--- config.mk ---
export PLATFORM = sky130hd
export DESIGN_NAME = yuyv_to_rgb888_converter_top
export DESIGN_NICKNAME = d
export VERILOG_FILES = /design/src/design/yuyv2rgb_pkg.sv /design/src/design/yuyv2rgb_cfg.sv /design/src/design/yuyv2rgb_mix.sv /design/src/design/yuyv2rgb_clamp.sv /design/src/design/yuyv_to_rgb888_converter_top.sv
export SDC_FILE = /design/constraint.sdc
export NUM_CORES = 2
export LEC_CHECK = 0
export ABC_AREA = 1
export BUFFER_PORTS_ARGS = -buffer_cell sky130_fd_sc_hd__buf_2
export CAP_MARGIN = 40
export CORE_MARGIN = 2
export CORE_UTILIZATION = 50
export DETAILED_ROUTE_END_ITERATION = 6
export PLACE_DENSITY = 0.66
export SLEW_MARGIN = 20
export SYNTH_ARGS = -nofsm -noshare
export SYNTH_HDL_FRONTEND = slang
export SYNTH_SLANG_ARGS = --single-unit
--- constraint.sdc ---
create_clock -name clk -period 5.6 [get_ports clk]
set_clock_uncertainty 0.15 [all_clocks]
set_input_delay 1.12 -clock clk [delete_from_list [all_inputs] [get_ports clk]]
set_output_delay 1.12 -clock clk [all_outputs]
set_load 0.02 [all_outputs]
--- src/design/yuyv2rgb_pkg.sv ---
package yuyv2rgb_pkg;

    localparam int COEF_W  = 12;
    localparam int BYTE_W  = 8;
    localparam int DIFF_W  = 9;
    localparam int PROD_W  = 22;
    localparam int GSUM_W  = 23;
    localparam int SUM_W   = 24;
    localparam int FRAC_W  = 18;
    localparam int RECIP_W = 19;
    localparam int QPROD_W = FRAC_W + RECIP_W;
    localparam int SHIFT   = 28;

    localparam logic signed [DIFF_W-1:0] LUMA_OFFSET   = 9'sd16;
    localparam logic signed [DIFF_W-1:0] CHROMA_OFFSET = 9'sd128;

    // floor(x / 1000) == (x * RECIP) >> SHIFT for 0 <= x < 256000
    localparam logic [RECIP_W-1:0] RECIP     = 19'd268436;
    localparam logic [SUM_W-1:0]   SAT_LIMIT = 24'd256000;
    localparam logic [BYTE_W-1:0]  CHAN_MAX  = 8'd255;

    localparam logic [COEF_W-1:0] LUMA_GAIN_RST     = 12'd1164;
    localparam logic [COEF_W-1:0] RED_FROM_CR_RST   = 12'd1159;
    localparam logic [COEF_W-1:0] GREEN_FROM_CB_RST = 12'd380;
    localparam logic [COEF_W-1:0] GREEN_FROM_CR_RST = 12'd813;
    localparam logic [COEF_W-1:0] BLUE_FROM_CB_RST  = 12'd2018;

    typedef enum logic [2:0] {
        REG_LUMA_GAIN     = 3'd0,
        REG_RED_FROM_CR   = 3'd1,
        REG_GREEN_FROM_CB = 3'd2,
        REG_GREEN_FROM_CR = 3'd3,
        REG_BLUE_FROM_CB  = 3'd4
    } cfg_index_t;

    typedef struct packed {
        logic [COEF_W-1:0] luma_gain;
        logic [COEF_W-1:0] red_from_cr;
        logic [COEF_W-1:0] green_from_cb;
        logic [COEF_W-1:0] green_from_cr;
        logic [COEF_W-1:0] blue_from_cb;
    } coef_t;

    typedef struct packed {
        logic signed [SUM_W-1:0] red_first;
        logic signed [SUM_W-1:0] green_first;
        logic signed [SUM_W-1:0] blue_first;
        logic signed [SUM_W-1:0] red_second;
        logic signed [SUM_W-1:0] green_second;
        logic signed [SUM_W-1:0] blue_second;
    } chan_sums_t;

endpackage

--- src/design/yuyv2rgb_cfg.sv ---
module yuyv2rgb_cfg (
    input  logic                        clk,
    input  logic                        rst_n,
    input  logic                        cfg_valid,
    output logic                        cfg_ready,
    input  logic [2:0]                  cfg_index,
    input  logic [yuyv2rgb_pkg::COEF_W-1:0] cfg_data,
    output yuyv2rgb_pkg::coef_t         coef
);
    import yuyv2rgb_pkg::*;

    coef_t coef_reg;
    coef_t coef_next;

    assign cfg_ready = 1'b1;
    assign coef      = coef_reg;

    always_comb
    begin
        coef_next = coef_reg;
        if (cfg_valid)
        begin
            case (cfg_index)
                REG_LUMA_GAIN:     coef_next.luma_gain     = cfg_data;
                REG_RED_FROM_CR:   coef_next.red_from_cr   = cfg_data;
                REG_GREEN_FROM_CB: coef_next.green_from_cb = cfg_data;
                REG_GREEN_FROM_CR: coef_next.green_from_cr = cfg_data;
                REG_BLUE_FROM_CB:  coef_next.blue_from_cb  = cfg_data;
                default:           coef_next = coef_reg;
            endcase
        end
    end

    always_ff @(posedge clk or negedge rst_n)
    begin
        if (!rst_n)
        begin
            coef_reg.luma_gain     <= LUMA_GAIN_RST;
            coef_reg.red_from_cr   <= RED_FROM_CR_RST;
            coef_reg.green_from_cb <= GREEN_FROM_CB_RST;
            coef_reg.green_from_cr <= GREEN_FROM_CR_RST;
            coef_reg.blue_from_cb  <= BLUE_FROM_CB_RST;
        end
        else
        begin
            coef_reg <= coef_next;
        end
    end

endmodule

--- src/design/yuyv2rgb_mix.sv ---
module yuyv2rgb_mix (
    input  logic                            clk,
    input  logic                            rst_n,
    input  yuyv2rgb_pkg::coef_t             coef,
    input  logic                            in_valid,
    input  logic [yuyv2rgb_pkg::BYTE_W-1:0] luma_first,
    input  logic [yuyv2rgb_pkg::BYTE_W-1:0] chroma_blue,
    input  logic [yuyv2rgb_pkg::BYTE_W-1:0] luma_second,
    input  logic [yuyv2rgb_pkg::BYTE_W-1:0] chroma_red,
    input  logic                            frame_end,
    output logic                            sums_valid,
    output yuyv2rgb_pkg::chan_sums_t        sums,
    output logic                            sums_frame_end
);
    import yuyv2rgb_pkg::*;

    logic signed [DIFF_W-1:0] y1_diff;
    logic signed [DIFF_W-1:0] y2_diff;
    logic signed [DIFF_W-1:0] cb_diff;
    logic signed [DIFF_W-1:0] cr_diff;

    logic signed [PROD_W-1:0] lum1_next, lum1_reg;
    logic signed [PROD_W-1:0] lum2_next, lum2_reg;
    logic signed [PROD_W-1:0] rt_next, rt_reg;
    logic signed [PROD_W-1:0] gcb_next, gcb_reg;
    logic signed [PROD_W-1:0] gcr_next, gcr_reg;
    logic signed [PROD_W-1:0] bt_next, bt_reg;
    logic                     v1_reg, fe1_reg;

    logic signed [GSUM_W-1:0] gt;
    chan_sums_t               sums_next, sums_reg;
    logic                     v2_reg, fe2_reg;

    // stage 1: products
    always_comb
    begin
        y1_diff   = $signed({1'b0, luma_first}) - LUMA_OFFSET;
        y2_diff   = $signed({1'b0, luma_second}) - LUMA_OFFSET;
        cb_diff   = $signed({1'b0, chroma_blue}) - CHROMA_OFFSET;
        cr_diff   = $signed({1'b0, chroma_red}) - CHROMA_OFFSET;
        lum1_next = $signed({1'b0, coef.luma_gain}) * y1_diff;
        lum2_next = $signed({1'b0, coef.luma_gain}) * y2_diff;
        rt_next   = $signed({1'b0, coef.red_from_cr}) * cr_diff;
        gcb_next  = $signed({1'b0, coef.green_from_cb}) * cb_diff;
        gcr_next  = $signed({1'b0, coef.green_from_cr}) * cr_diff;
        bt_next   = $signed({1'b0, coef.blue_from_cb}) * cb_diff;
    end

    // stage 2: channel sums, chroma terms shared by both pixels
    always_comb
    begin
        gt                     = GSUM_W'(gcb_reg) + GSUM_W'(gcr_reg);
        sums_next.red_first    = SUM_W'(lum1_reg) + SUM_W'(rt_reg);
        sums_next.green_first  = SUM_W'(lum1_reg) - SUM_W'(gt);
        sums_next.blue_first   = SUM_W'(lum1_reg) + SUM_W'(bt_reg);
        sums_next.red_second   = SUM_W'(lum2_reg) + SUM_W'(rt_reg);
        sums_next.green_second = SUM_W'(lum2_reg) - SUM_W'(gt);
        sums_next.blue_second  = SUM_W'(lum2_reg) + SUM_W'(bt_reg);
    end

    always_ff @(posedge clk)
    begin
        lum1_reg <= lum1_next;
        lum2_reg <= lum2_next;
        rt_reg   <= rt_next;
        gcb_reg  <= gcb_next;
        gcr_reg  <= gcr_next;
        bt_reg   <= bt_next;
        fe1_reg  <= frame_end;
        sums_reg <= sums_next;
        fe2_reg  <= fe1_reg;
    end

    always_ff @(posedge clk or negedge rst_n)
    begin
        if (!rst_n)
        begin
            v1_reg <= 1'b0;
            v2_reg <= 1'b0;
        end
        else
        begin
            v1_reg <= in_valid;
            v2_reg <= v1_reg;
        end
    end

    assign sums_valid     = v2_reg;
    assign sums           = sums_reg;
    assign sums_frame_end = fe2_reg;

endmodule

--- src/design/yuyv2rgb_clamp.sv ---
module yuyv2rgb_clamp (
    input  logic                                  clk,
    input  logic signed [yuyv2rgb_pkg::SUM_W-1:0] sum,
    output logic [yuyv2rgb_pkg::BYTE_W-1:0]       chan
);
    import yuyv2rgb_pkg::*;

    logic               neg_reg;
    logic               over_reg;
    logic [QPROD_W-1:0] prod_next, prod_reg;
    logic [BYTE_W-1:0]  chan_next, chan_reg;

    // stage 3: reciprocal multiply
    assign prod_next = {{RECIP_W{1'b0}}, sum[FRAC_W-1:0]} * {{FRAC_W{1'b0}}, RECIP};

    // stage 4: saturate
    always_comb
    begin
        if (neg_reg)
            chan_next = '0;
        else if (over_reg)
            chan_next = CHAN_MAX;
        else
            chan_next = prod_reg[SHIFT+BYTE_W-1:SHIFT];
    end

    always_ff @(posedge clk)
    begin
        neg_reg  <= sum[SUM_W-1];
        over_reg <= $unsigned(sum) >= SAT_LIMIT;
        prod_reg <= prod_next;
        chan_reg <= chan_next;
    end

    assign chan = chan_reg;

endmodule

--- src/design/yuyv_to_rgb888_converter_top.sv ---
// YUYV 4:2:2 to RGB888 converter. One YUYV group (two luma bytes, shared Cb
// and Cr) is taken on every clock where start is high; busy stays low, so a
// group can be given every cycle. Each group yields one beat of two RGB888
// pixels, marked by result_valid for one cycle. It is registered in turn
// after the coefficient multipliers, the channel sums, the divide-by-1000
// reciprocal multiplier and the 0..255 clamp. The receiver cannot stall.
// Coefficient writes on the cfg channel are always ready and apply to groups
// taken on later cycles; write them while no group is in flight. Indexes
// above 4 are ignored.
module yuyv_to_rgb888_converter_top (
    input  logic                            clk,
    input  logic                            rst_n,
    input  logic                            start,
    output logic                            busy,
    input  logic [yuyv2rgb_pkg::BYTE_W-1:0] luma_first,
    input  logic [yuyv2rgb_pkg::BYTE_W-1:0] chroma_blue,
    input  logic [yuyv2rgb_pkg::BYTE_W-1:0] luma_second,
    input  logic [yuyv2rgb_pkg::BYTE_W-1:0] chroma_red,
    input  logic                            frame_end,
    output logic                            result_valid,
    output logic [yuyv2rgb_pkg::BYTE_W-1:0] red_first,
    output logic [yuyv2rgb_pkg::BYTE_W-1:0] green_first,
    output logic [yuyv2rgb_pkg::BYTE_W-1:0] blue_first,
    output logic [yuyv2rgb_pkg::BYTE_W-1:0] red_second,
    output logic [yuyv2rgb_pkg::BYTE_W-1:0] green_second,
    output logic [yuyv2rgb_pkg::BYTE_W-1:0] blue_second,
    output logic                            frame_end_out,
    input  logic                            cfg_valid,
    output logic                            cfg_ready,
    input  logic [2:0]                      cfg_index,
    input  logic [yuyv2rgb_pkg::COEF_W-1:0] cfg_data
);
    import yuyv2rgb_pkg::*;

    coef_t      coef;
    logic       accept;
    logic       sums_valid;
    chan_sums_t sums;
    logic       sums_frame_end;
    logic       v3_reg, v4_reg;
    logic       fe3_reg, fe4_reg;

    assign busy   = 1'b0;
    assign accept = start && !busy;

    yuyv2rgb_cfg u_cfg (
        .clk       (clk),
        .rst_n     (rst_n),
        .cfg_valid (cfg_valid),
        .cfg_ready (cfg_ready),
        .cfg_index (cfg_index),
        .cfg_data  (cfg_data),
        .coef      (coef)
    );

    yuyv2rgb_mix u_mix (
        .clk            (clk),
        .rst_n          (rst_n),
        .coef           (coef),
        .in_valid       (accept),
        .luma_first     (luma_first),
        .chroma_blue    (chroma_blue),
        .luma_second    (luma_second),
        .chroma_red     (chroma_red),
        .frame_end      (frame_end),
        .sums_valid     (sums_valid),
        .sums           (sums),
        .sums_frame_end (sums_frame_end)
    );

    yuyv2rgb_clamp u_red_first    (.clk(clk), .sum(sums.red_first),    .chan(red_first));
    yuyv2rgb_clamp u_green_first  (.clk(clk), .sum(sums.green_first),  .chan(green_first));
    yuyv2rgb_clamp u_blue_first   (.clk(clk), .sum(sums.blue_first),   .chan(blue_first));
    yuyv2rgb_clamp u_red_second   (.clk(clk), .sum(sums.red_second),   .chan(red_second));
    yuyv2rgb_clamp u_green_second (.clk(clk), .sum(sums.green_second), .chan(green_second));
    yuyv2rgb_clamp u_blue_second  (.clk(clk), .sum(sums.blue_second),  .chan(blue_second));

    always_ff @(posedge clk)
    begin
        fe3_reg <= sums_frame_end;
        fe4_reg <= fe3_reg;
    end

    always_ff @(posedge clk or negedge rst_n)
    begin
        if (!rst_n)
        begin
            v3_reg <= 1'b0;
            v4_reg <= 1'b0;
        end
        else
        begin
            v3_reg <= sums_valid;
            v4_reg <= v3_reg;
        end
    end

    assign result_valid  = v4_reg;
    assign frame_end_out = fe4_reg;

    a_beat_out: assert property (@(posedge clk) disable iff (!rst_n)
        accept |-> ##4 result_valid)
        else $error("accepted group produced no result beat");

    a_no_phantom: assert property (@(posedge clk) disable iff (!rst_n)
        result_valid |-> $past(accept, 4))
        else $error("result beat without accepted group");

    a_frame_end: assert property (@(posedge clk) disable iff (!rst_n)
        result_valid |-> frame_end_out == $past(frame_end, 4))
        else $error("frame end marker misaligned");

endmodule
* Yosys cells after proc, flatten, opt, wreduce, memory -nomap -nowiden
Index checks and enable logic that the tools add are counted.
** Cells by class
- Magnitude comparators :: 6
- Add/subtract/negate cells :: 11
- Reductions and logical operators :: 6
- Muxes and demuxes :: 6
- Eq/ne operators :: 4
- Multipliers :: 12
** Operators with widths (number)
- $mul A18 B17 Y34 const B :: 6
- $ge A24 B18 Y1 const B :: 6
- $mul A13 B9 Y22 :: 6
- $add A22 B22 Y23 :: 5
- $mux W8 :: 6
- $sub A22 B23 Y24 :: 2
- $sub A8 B5 Y9 const B :: 2
- $sub A8 B8 Y9 const B :: 2
- $reduce_and A2 Y1 :: 5
- $eq A3 B2 Y1 const B :: 2
- $eq A3 B1 Y1 const B :: 1
- $eq A3 B3 Y1 const B :: 1
- $logic_not A3 Y1 :: 1
** Storage, ports and cells
- Flip-flop bits (word level) :: 608
- Word-level logic and storage cells :: 94
- Input port bits :: 52

* Depth between registers and ports, before layout
- Depth in word-level cells :: 2
- Mapped depth :: 23
- Depth with buffers taken out :: 23

* By module
From an unflattened synthesis, not the netlist that was laid out.
** Second synthesis, totals
- Cells, all modules :: 9937
- Area total of the unflattened synthesis :: 71931.5 um^2
** Modules (own cells, without submodules)
- yuyv2rgb_mix :: times used 1, area an instance 39756.9 um^2, cells each 5840, seq. area each 5535.3 um^2
- yuyv2rgb_clamp (u_blue_first ...) :: times used 5, area an instance 4928.5 um^2, cells each 636, seq. area each 360.3 um^2
- yuyv2rgb_clamp (u_blue_second) :: times used 1, area an instance 4919.7 um^2, cells each 635, seq. area each 360.3 um^2
- yuyv2rgb_cfg :: times used 1, area an instance 2511.2 um^2, cells each 276, seq. area each 1536.5 um^2
- yuyv_to_rgb888_converter_top :: times used 1, area an instance 101.3 um^2, cells each 6, seq. area each 90.1 um^2

* Least setup slack after synthesis
No wires, ideal clock.
- Kind :: input -> register
- Start :: input port luma_first[4] (netlist name)
- End :: register u_mix.lum1_reg[19]
- Path slack :: -0.098 ns
- Arrival :: 5.429 ns
- Data required time :: 5.331 ns
- Library setup time :: 0.119 ns
- Cell stages on the path :: 22
- Path through :: inv_1 ha_1 or2_2 nand2_1 inv_1 nand2_1 fa_1 fa_1 fa_1 inv_1 fa_1 inv_1 fa_1 inv_1 ha_1 a21oi_1 nand2_1 nand2_1 nand3_1 nand3_1 nand2_1 xor2_1
** On the way
- Cells in the longest elaborated chain, start to end :: 2
** Ends and longest elaborated chain
- start, declared :: line yuyv_to_rgb888_converter_top.sv:15 : input logic [yuyv2rgb_pkg::BYTE_W-1:0] luma_first,
- $sub A8 B5 Y9 :: line yuyv2rgb_mix.sv:37 : y1_diff = $signed({1'b0, luma_first}) - LUMA_OFFSET;
- $mul A13 B9 Y22 :: line yuyv2rgb_mix.sv:41 : lum1_next = $signed({1'b0, coef.luma_gain}) * y1_diff;
- net u_mix.lum1_next[19] :: line yuyv2rgb_mix.sv:22 : logic signed [PROD_W-1:0] lum1_next, lum1_reg;
- end signal, assigned :: line yuyv2rgb_mix.sv:63 : lum1_reg <= lum1_next;
- end, declared :: line yuyv2rgb_mix.sv:22
The timed path passes the listed nets, and every way through them passes these cells.
A chain may end at the register's enable or synchronous reset.

* Worst setup path after layout
- Start :: input port luma_second[4] (netlist name)
- End :: register u_mix.lum2_reg[15]
** On the way
- Cells in the longest elaborated chain, start to end :: 2
** Ends and longest elaborated chain
- start, declared :: line yuyv_to_rgb888_converter_top.sv:17 : input logic [yuyv2rgb_pkg::BYTE_W-1:0] luma_second,
- $sub A8 B5 Y9 :: line yuyv2rgb_mix.sv:38 : y2_diff = $signed({1'b0, luma_second}) - LUMA_OFFSET;
- $mul A13 B9 Y22 :: line yuyv2rgb_mix.sv:42 : lum2_next = $signed({1'b0, coef.luma_gain}) * y2_diff;
- net u_mix.lum2_next[15] :: line yuyv2rgb_mix.sv:23 : logic signed [PROD_W-1:0] lum2_next, lum2_reg;
- end signal, assigned :: line yuyv2rgb_mix.sv:64 : lum2_reg <= lum2_next;
- end, declared :: line yuyv2rgb_mix.sv:23
The timed path passes the listed nets, and every way through them passes these cells.

==> reports/metrics.cfg <==
[timing]
whs_ps=174.2
hold_viol=0
tns_ps=0
post-route-period-util=0.9152
layout_min_cycle_time_ps=5125
worst_pin_slew_ps=843.7
setup_viol=0
rsz0062_at_grt=false
fmax_mhz=195.1
maxSlewViolCount=0
slew_headroom=0.4360

[synth]
ys_ff_latch=448
synth_edf_count=0
netlist_area_mm2=0.06957
synth.distinct_cells=53
synth_async_sr_flop_share=0.1429
yosys-top-cells-area=ha_1 (26%), fa_1 (20%), nand2_1 (12%)
synth_seq_area_share=0.1340
ys.flop_type=dfxtp_1
syn_inst=9199
yosysWarnings=0
synth.top_cell.area_share=0.2583
avgSynthCellArea_um2=7.563
yosysTopAreaCell=ha_1
syn_nets=11400

[critical_path]
crit_chain=buf_2 -> inv_1 -> ha_1 -> or2_2 -> nand2_4 -> inv_1 -> nand2_1 -> fa_1 -> fa_1 -> fa_1 -> inv_1 -> fa_1 -> inv_1 -> fa_1 -> inv_1 -> ha_1 -> a21oi_1 -> nand2_1 -> nand2_1 -> nand3_1 -> nand3_1 -> nand2_1 -> xor2_1
start_kind=primary input
reg2regPathDepth=19
slowest_stage=fa_1
crit_buf_inv=6
crit_path_max_fanout=4
worstPathArrival_ps=5520
required_ps=6000
reg2reg_from=u_cfg.coef[54]$_DFFE_PN0P_
max_stage_delay_ps=520
setup.worst_path.end_class=register
regToRegEndpoint=u_mix.lum2_reg[15]$_DFF_P_
rrSetupSlack_ps=610
cp_top_family=adder cells
critPathKind=primary input to register

[floorplanning]
dieArea_mm2=0.1421
die_x_um=377.0
fp.dieH_um=377.0
start_util=0.5047
core_mm2=0.1378
ioPinCount=104
fp-row-count=136

[placed_design]
hpwl_mm=162.3
dpl.cell_count=11130
io_buffers=101
gp_congestion=0.9484

[clocking]
clk_pin_slew_worst_paths_ps=60
post_cts_buffers=0
post_cts_resized=0
cts_root_buf=clkbuf_16
cts_sinks=448
clk_latency_ps=700
cts_buffer_depth=3
cts_tree=yes
h-tree-depth=2
holdBufCountCts=0
cts_made_buffers=57

[worst_hold_path]
min_to=fe3_reg$_DFF_P_
hp-class=register to register
hold-path-cell-count=0
min-delay-start=u_mix.sums_frame_end$_DFF_P_

[final_layout]
area_delta_synth_final_pct=7.991
fin_cells=11240
final_cell_mix=nand2_1 (2157), inv_1 (2069), ha_1 (1436)
fillers=13440
drive_gt1_frac=0.05115
layout_commonest_cell=nand2_1
fin_nets=11590
largest_register_ffs=140

[job]
max_cap_violations=0

[route]
drt-initial-drc-count=3243
ant_nets=0
vias_per_cell=5.115
drc=0
wirelength_mm=188.1
first_pass_iters=5
wl_per_cell_um=16.74
vias=57480

[global_route]
grt_pass1_vias=58130
globalRouteMet2Util=0.4547
grtUsageMet3=0.02803
grt_max_degree=53
use_met1=0.3698
overflow=0
antenna_found_initial=1
busiest_layer=met2
grtUsageTotal=0.2711
grt_pass1_wl_mm=307.0

[outcome]
run_status=completed

-- logic make-up after synthesis --
family,share of synthesized area
compound gates,0.06108
xor+xnor,0.02329
fa+ha+maj,0.4623
buf+inv,0.1193
flops,0.1340
other cells,0.0001079
simple gates,0.2000
-- final cells by class --
cell class / instances / area [µm²] / area share
Antenna cell: 1 / 2.502 / 0.00003331
Clock buffer: 70 / 1536 / 0.02045
Clock inverter: 37 / 432.9 / 0.005762
Inverter: 2075 / 7789 / 0.1037
Multi-Input combinational cell: 6543 / 51970 / 0.6917
Sequential cell: 448 / 9324 / 0.1241
Tap cell: 1794 / 2245 / 0.02988
Timing Repair Buffer: 270 / 1832 / 0.02438
-- metal layers --
metal / routed length, µm / vias up / share of wire
li1: - / 28810 / -
met1: 87260 / 27220 / 0.46
met2: 86200 / 1185 / 0.46
met3: 8833 / 263 / 0.047
met4: 5814 / 0 / 0.031
met5: 0 / - / 0
-- through the flow --
stage               instance area [µm²]  utilization  setup slack [ps]
floorplan                         69590            -             7.592
global placement                  73130       0.5306            -209.0
detailed placement                73160       0.5308            -250.2
CTS                               75130       0.5451             511.1
global route                      75130       0.5451             178.4
finish                            75130       0.5451             474.6
-- cells in the mapped netlist (66+ instances only) --
master    count
inv_1      2069
a21oi_1     440
xor2_1      120
nor2_1      695
dfxtp_1     384
nor3_1       66
ha_1       1436
nand3_1     303
nand2_1    2159
nand4_1      86
clkbuf_1    120
fa_1        709
o21ai_0     218
-- worst max path at each step --
stage	from	cells past startpoint	endpoint	slack [ps]
floorplan	luma_first[4]	22	u_mix.lum1_reg[19]$_DFF_P_	8
global placement	luma_first[4]	23	u_mix.lum1_reg[19]$_DFF_P_	-210
detailed placement	luma_first[4]	23	u_mix.lum1_reg[19]$_DFF_P_	-250
CTS	luma_first[4]	23	u_mix.lum1_reg[19]$_DFF_P_	510
global route	luma_first[4]	23	u_mix.lum1_reg[19]$_DFF_P_	180
finish	luma_second[4]	23	u_mix.lum2_reg[15]$_DFF_P_	470
-- worst register-to-register path: cells and delay by family (launching register included) --
kind / cells / cell delay (ps)
adders and majority gates: 6 / 2860
DFF: 1 / 710
and+or+nand+nor: 6 / 600
buffers and inverters: 5 / 290
AOI/OAI and AO/OA: 1 / 130
xor gates and xnor gates: 1 / 130
Power is not shown: default switching activity piles up to over one toggle a cycle in this logic, so the estimate is an artifact.
